### src/hw/rtl/tccb_pkg.sv
// Shared types, codes and constants for the text console cell buffer.
package tccb_pkg;

    localparam int DEF_COLS = 100;
    localparam int DEF_ROWS = 75;

    localparam int POS_W   = 7;
    localparam int CHAR_W  = 8;
    localparam int RGB_W   = 24;
    localparam int S_DATA_W = 24;
    localparam int S_USER_W = 2;
    localparam int M_DATA_W = 80;

    // Operation codes carried in the slave-side tuser.
    localparam logic [1:0] FN_PUT   = 2'd0;
    localparam logic [1:0] FN_SET   = 2'd1;
    localparam logic [1:0] FN_CLEAR = 2'd2;
    localparam logic [1:0] FN_READ  = 2'd3;

    localparam logic [7:0] CH_BS    = 8'd8;
    localparam logic [7:0] CH_TAB   = 8'd9;
    localparam logic [7:0] CH_LF    = 8'd10;
    localparam logic [7:0] CH_CR    = 8'd13;
    localparam logic [7:0] CH_FIRST = 8'd32;
    localparam logic [7:0] CH_LAST  = 8'd126;

    localparam logic [7:0] BLANK_CHAR = 8'h20;
    localparam logic [7:0] BLANK_ATTR = 8'h07;
    localparam logic [7:0] ATTR_RESET = 8'h0F;
    localparam int         TAB_STOP   = 8;

    typedef struct packed {
        logic load;
        logic decode;
        logic addr;
        logic write;
        logic fill;
        logic read;
        logic finish;
    } t_dp_cmd;

    typedef struct packed {
        logic put_wr;
        logic read_ok;
        logic row_ok;
        logic fill_last;
    } t_dp_sts;

    function automatic logic [23:0] palette_rgb(input logic [3:0] idx);
        logic [23:0] rgb;
        case (idx)
            4'd0:    rgb = 24'h000000;
            4'd1:    rgb = 24'h0000AA;
            4'd2:    rgb = 24'h00AA00;
            4'd3:    rgb = 24'h00AAAA;
            4'd4:    rgb = 24'hAA0000;
            4'd5:    rgb = 24'hAA00AA;
            4'd6:    rgb = 24'hAA5500;
            4'd7:    rgb = 24'hAAAAAA;
            4'd8:    rgb = 24'h555555;
            4'd9:    rgb = 24'h5555FF;
            4'd10:   rgb = 24'h55FF55;
            4'd11:   rgb = 24'h55FFFF;
            4'd12:   rgb = 24'hFF5555;
            4'd13:   rgb = 24'hFF55FF;
            4'd14:   rgb = 24'hFFFF55;
            default: rgb = 24'hFFFFFF;
        endcase
        return rgb;
    endfunction

endpackage

### src/hw/rtl/tccb_ctrl.sv
// Sequencing state machine of the text console cell buffer.
module tccb_ctrl (
    input  logic             i_clk,
    input  logic             i_rst_n,
    input  logic             i_s_axis_tvalid,
    output logic             o_s_axis_tready,
    output logic             o_m_axis_tvalid,
    input  logic             i_m_axis_tready,
    input  tccb_pkg::t_dp_sts i_sts,
    output tccb_pkg::t_dp_cmd o_cmd
);
    import tccb_pkg::*;

    localparam logic [2:0] S_IDLE   = 3'd0;
    localparam logic [2:0] S_DECODE = 3'd1;
    localparam logic [2:0] S_ADDR   = 3'd2;
    localparam logic [2:0] S_WRITE  = 3'd3;
    localparam logic [2:0] S_FILL   = 3'd4;
    localparam logic [2:0] S_READ   = 3'd5;
    localparam logic [2:0] S_DONE   = 3'd6;

    logic [2:0] r_state;
    logic [2:0] n_state;
    logic       r_out_valid;
    logic       n_out_valid;
    logic       out_free;

    assign out_free        = !r_out_valid || i_m_axis_tready;
    assign o_s_axis_tready = (r_state == S_IDLE);
    assign o_m_axis_tvalid = r_out_valid;

    always_comb begin
        n_state = r_state;
        o_cmd   = '0;
        unique case (r_state)
            S_IDLE: begin
                if (i_s_axis_tvalid) begin
                    o_cmd.load = 1'b1;
                    n_state    = S_DECODE;
                end
            end
            S_DECODE: begin
                o_cmd.decode = 1'b1;
                n_state      = S_ADDR;
            end
            S_ADDR: begin
                o_cmd.addr = 1'b1;
                if (i_sts.put_wr) begin
                    n_state = i_sts.row_ok ? S_WRITE : S_FILL;
                end else if (i_sts.read_ok && i_sts.row_ok) begin
                    n_state = S_READ;
                end else begin
                    n_state = S_DONE;
                end
            end
            S_WRITE: begin
                o_cmd.write = 1'b1;
                n_state     = S_DONE;
            end
            S_FILL: begin
                // A row untouched since the last clear or scroll is blanked as the cell lands.
                o_cmd.fill = 1'b1;
                if (i_sts.fill_last) begin
                    n_state = S_DONE;
                end
            end
            S_READ: begin
                o_cmd.read = 1'b1;
                n_state    = S_DONE;
            end
            S_DONE: begin
                if (out_free) begin
                    o_cmd.finish = 1'b1;
                    n_state      = S_IDLE;
                end
            end
            default: begin
                n_state = S_IDLE;
            end
        endcase
    end

    always_comb begin
        if (o_cmd.finish) begin
            n_out_valid = 1'b1;
        end else if (i_m_axis_tready) begin
            n_out_valid = 1'b0;
        end else begin
            n_out_valid = r_out_valid;
        end
    end

    always_ff @(posedge i_clk) begin
        if (!i_rst_n) begin
            r_state     <= S_IDLE;
            r_out_valid <= 1'b0;
        end else begin
            r_state     <= n_state;
            r_out_valid <= n_out_valid;
        end
    end

endmodule

### config.mk
export PLATFORM = sky130hd
export DESIGN_NAME = tccb_ctrl
export DESIGN_NICKNAME = d
export VERILOG_FILES = /design/src/hw/rtl/tccb_pkg.sv /design/src/hw/rtl/tccb_ctrl.sv
export SDC_FILE = /design/constraint.sdc
export NUM_CORES = 1
export LEC_CHECK = 0
export BUFFER_PORTS_ARGS = -buffer_cell sky130_fd_sc_hd__clkbuf_2
export CORE_AREA = 2 2 39 41
export CTS_CLUSTER_DIAMETER = 30
export DETAILED_ROUTE_END_ITERATION = 8
export DIE_AREA = 0 0 41 43
export PLACE_DENSITY = 0.42
export SLEW_MARGIN = 25
export SYNTH_ARGS = -nofsm -noshare
export SYNTH_HDL_FRONTEND = slang
export SYNTH_SLANG_ARGS = --single-unit
### constraint.sdc
create_clock -name i_clk -period 1.8 [get_ports i_clk]
set_input_delay 0.09 -clock i_clk [delete_from_list [all_inputs] [get_ports i_clk]]
set_output_delay 0.09 -clock i_clk [all_outputs]
set_load 0.01 [all_outputs]
Word level (Yosys, flattened, before mapping)
Cells that the tools add are included.
W data, S select, Z words.
{"block": "word_totals", "elab_cells": 36, "input_bits": 8, "out_inout_bits": 9, "regBits": 4}
{"block": "op_classes", "mux": 18, "n_eq_ne": 9, "n_reduce_logical": 7}
{"op": "$pmux W3 S6", "n": 1}
{"op": "$mux W3", "n": 5}
{"op": "$mux W1", "n": 11}
{"op": "$eq A3 B3 Y1 const B", "n": 3}
{"op": "$eq A3 B2 Y1 const B", "n": 2}
{"op": "$ne A2 B2 Y1 const B", "n": 3}
{"op": "$eq A3 B1 Y1 const B", "n": 1}
{"op": "$logic_not A3 Y1", "n": 1}
{"op": "$reduce_and A3 Y1", "n": 1}
{"op": "$mux W2", "n": 1}
{"op": "$reduce_bool A2 Y1", "n": 1}
{"op": "$reduce_or A2 Y1", "n": 1}
{"op": "$logic_and A1 B1 Y1", "n": 1}
{"op": "$logic_not A1 Y1", "n": 1}
{"op": "$logic_or A1 B1 Y1", "n": 1}

Longest topological paths before layout
{"block": "logic_depth", "word_depth": 5, "depth_mapped": 4, "ltp_nobuf": 3}

Worst setup path before layout
No wires, ideal clock.
{"block": "synth_path", "path_type": "register to output", "startpoint": "reg r_state[2]", "endpoint": "out o_cmd[6] (netlist bit)", "required_ns": 1.710, "slack_ns": 0.667, "stages_incl_launch_ff": 4, "arrival_time_ns": 1.043, "path_buffers": 1, "path_cell_list": "dfxtp_1 -> buf_4 -> nor3_1 -> and2_1"}
{"item": "start: declaration", "line_no": "tccb_ctrl.sv:22", "rtl": "logic [2:0] r_state;"}
{"item": "start signal: assignment", "line_no": "tccb_ctrl.sv:98", "rtl": "r_state <= n_state;"}
{"item": "end: declaration", "line_no": "tccb_ctrl.sv:10", "rtl": "output tccb_pkg::t_dp_cmd o_cmd"}

==> flow_summary.json <==
{
  "outcome": "finished, final reports clean",
  "syn_avg_cell_area_um2": 8.05,
  "gp_congestion": 0.627,
  "postRouteAntennaNets": 0,
  "dp_hpwl_um": 480,
  "start_util_pct": 21.5,
  "critPathArrivalTime_ps": 1250,
  "clock_path_buffers": 2,
  "leakage_nw": 0.184,
  "power_density_mw_per_mm2": 1030,
  "power_frac_seq_pct": 36.8,
  "fin_util_pct": 28.6,
  "cts_setup_buffers": 0,
  "portBuffers": 16,
  "gr-usage-met3_pct": 3.14,
  "grt_busiest_layer": "met2",
  "path_clk_slew_ps": 40,
  "p_sw_mw": 0.149,
  "peakVddDrop_uv": 293,
  "grt_use_met2_pct": 12.8,
  "num_vias": 301,
  "whs_endpoint": "o_m_axis_tvalid",
  "synthesis.nets": 45,
  "synth_common_cells": "dfxtp_1 (4), nand2_1 (3)",
  "insertion_delay_ps": 230,
  "hold_buffers": 0,
  "path_cells": "nand2_1 -> nor3_1 -> clkbuf_2",
  "crit_fanout": 12,
  "synth_edf_count": 0,
  "die_y_um": 43,
  "crit_path_start_kind": "flop",
  "fin_worst_skew_ps": 2.26,
  "grtUsageTotal_pct": 8.03,
  "cp.depth": 3,
  "total_power_mw": 0.406,
  "cts_tree": "built",
  "htree_levels": 1,
  "fmax_mhz": 748,
  "min_from": "i_rst_n",
  "grt.met1_usage_pct": 8.68,
  "area_delta_synth_final_pct": 32.8,
  "grt_pass1_wl_um": 979,
  "crit_slowest_cell": "dfxtp_1",
  "finalHoldViolCount": 0,
  "cts.sinks": 4,
  "drc": 0,
  "period_share_pct": 74.3,
  "top_level_ports": 17,
  "worst-path-buf-inv": 1,
  "fin_nets": 62,
  "setup_tns_ps": 0,
  "slew_viol_final": 0,
  "p_clk_share_pct": 26.9,
  "hold_depth": 2,
  "synth_warnings": 0,
  "synthCells": 37,
  "antenna_found_initial": 0,
  "worstPathRequired_ps": 1710,
  "max-slew-margin-rel_pct": 74.2,
  "synth.most_common_cell": "dfxtp_1",
  "row_count": 14,
  "critPathKind": "reg2out",
  "ys_types": 24,
  "r2r_cells": 3,
  "drive_above_1_share_pct": 38.5,
  "cts_root_buf": "clkbuf_4",
  "dr.pass1.iters": 2,
  "yosys.area.top_type_share_pct": 26.9,
  "numCtsBuffers": 3,
  "grt_pass1_vias": 266,
  "finalCriticalPeriod_ps": 1340,
  "synth_top_cell_by_area": "dfxtp_1",
  "ctsResizeCount": 0,
  "ys.flop_type": "dfxtp_1",
  "seq_area_frac_synth_pct": 26.9,
  "fp.dieW_um": 41,
  "crit_family": "flip-flops",
  "grt_max_degree": 14,
  "slowest_delay_ps": 540,
  "ff2ff_setup_slack_ps": 480,
  "finalWirelength_um": 647,
  "vias_per_cell": 4.43,
  "crit_path_end_kind": "primary output",
  "synth.cell_area_um2": 298,
  "switching_share_pct": 36.7,
  "diodes": 0,
  "r2r-end": "r_state[2]",
  "rsz0062_at_grt": "false",
  "hold_path_class": "in2reg",
  "routedWlPerCell_um": 9.51,
  "core_mm2": 0.00138,
  "fp.dieArea_mm2": 0.00176,
  "synthArstFlopShare_pct": 0,
  "finalSetupViolations": 0,
  "p_comb_share_pct": 36.3,
  "synthTopCellsByArea": "dfxtp_1 (27%), and3b_1 (5.9%), buf_4 (5.0%)",
  "reg2reg_from": "r_state[2]",
  "overflow": 0,
  "first_iter_violations": 6,
  "ys_seq_elements": 4,
  "drv_cap": 0,
  "tightestPinTransition_ps": 386,
  "p_int_mw": 0.257
}
[sequential cells by signal, indices dropped and copies added (netlist names)]
| register | cells |
|---|---|
| o_m_axis_tvalid | 1 |
| r_state | 3 |
[metal layers]
metal | routed length (um) | up-vias
met5 | 0 | -
met4 | 0 | 0
met3 | 25 | 0
met2 | 301 | 9
met1 | 320 | 128
li1 | - | 164
[metrics by stage]
step                setup slack [ps]  hold WS (ps)  instance area, um^2  cells
detailed placement               485           359                  373     65
global placement                 471           360                  373     65
finish                           462           117                  395     68
global route                     381           119                  395     68
floorplan                        667           208                  298     37
CTS                              464           113                  395     68
[cells by family (layout without fill, tap and decap cells)]
logic type             after synthesis  in the layout  synth area share [%]
and+or+nand+nor                     19             19                  39.5
AOI/OAI and AO/OA                    8              8                  20.6
buffers and inverters                5             20                  9.66
DFF                                  4              4                  26.9
muxes                                1              1                  3.36
[worst max path at each step]
| stage | start | end | slack, ps |
|---|---|---|---|
| floorplan | r_state[2] | o_cmd[6] | 670 |
| global placement | r_state[2] | r_state[2] | 470 |
| detailed placement | r_state[2] | r_state[2] | 480 |
| CTS | r_state[2] | o_cmd[0] | 460 |
| global route | r_state[2] | o_cmd[0] | 380 |
| finish | r_state[2] | o_cmd[0] | 460 |
[power by group through the flow]
stage	sequential, mW	combinational [mW]	clock, mW
6_report	0.149	0.147	0.109
5_1_grt	0.151	0.169	0.121
4_1_cts	0.149	0.149	0.115
3_5_place_dp	0.150	0.149	0
3_3_place_gp	0.152	0.152	0
2_1_floorplan	0.116	0.135	0
[worst register-to-register path: stages (launching register included)]
cell	delay, ps
dfxtp_1	540
nand2_1	140
or3b_1	420
a31oi_1	140
[layout by cell type (no fill, tap or decap), types with 2 or more instances in the layout]
| master | synthesis | layout |
|---|---|---|
| nor2_1 | 2 | 2 |
| o21ai_0 | 2 | 2 |
| and2_1 | 2 | 2 |
| nand2_1 | 3 | 3 |
| dfxtp_1 | 4 | 4 |
| clkbuf_2 | 0 | 16 |
| and3b_1 | 2 | 2 |
| nor3b_1 | 2 | 2 |
| clkbuf_4 | 0 | 3 |
| nor3_1 | 2 | 2 |
[final cells by class]
type | count | area [um^2]
Fill cell | 156 | 988
Multi-Input combinational cell | 28 | 189
Sequential cell | 4 | 80.1
Timing Repair Buffer | 16 | 80.1
Clock buffer | 3 | 22.5
Tap cell | 16 | 20.0
Inverter | 1 | 3.75
No activity file was read; power rests on OpenSTA's default activity.
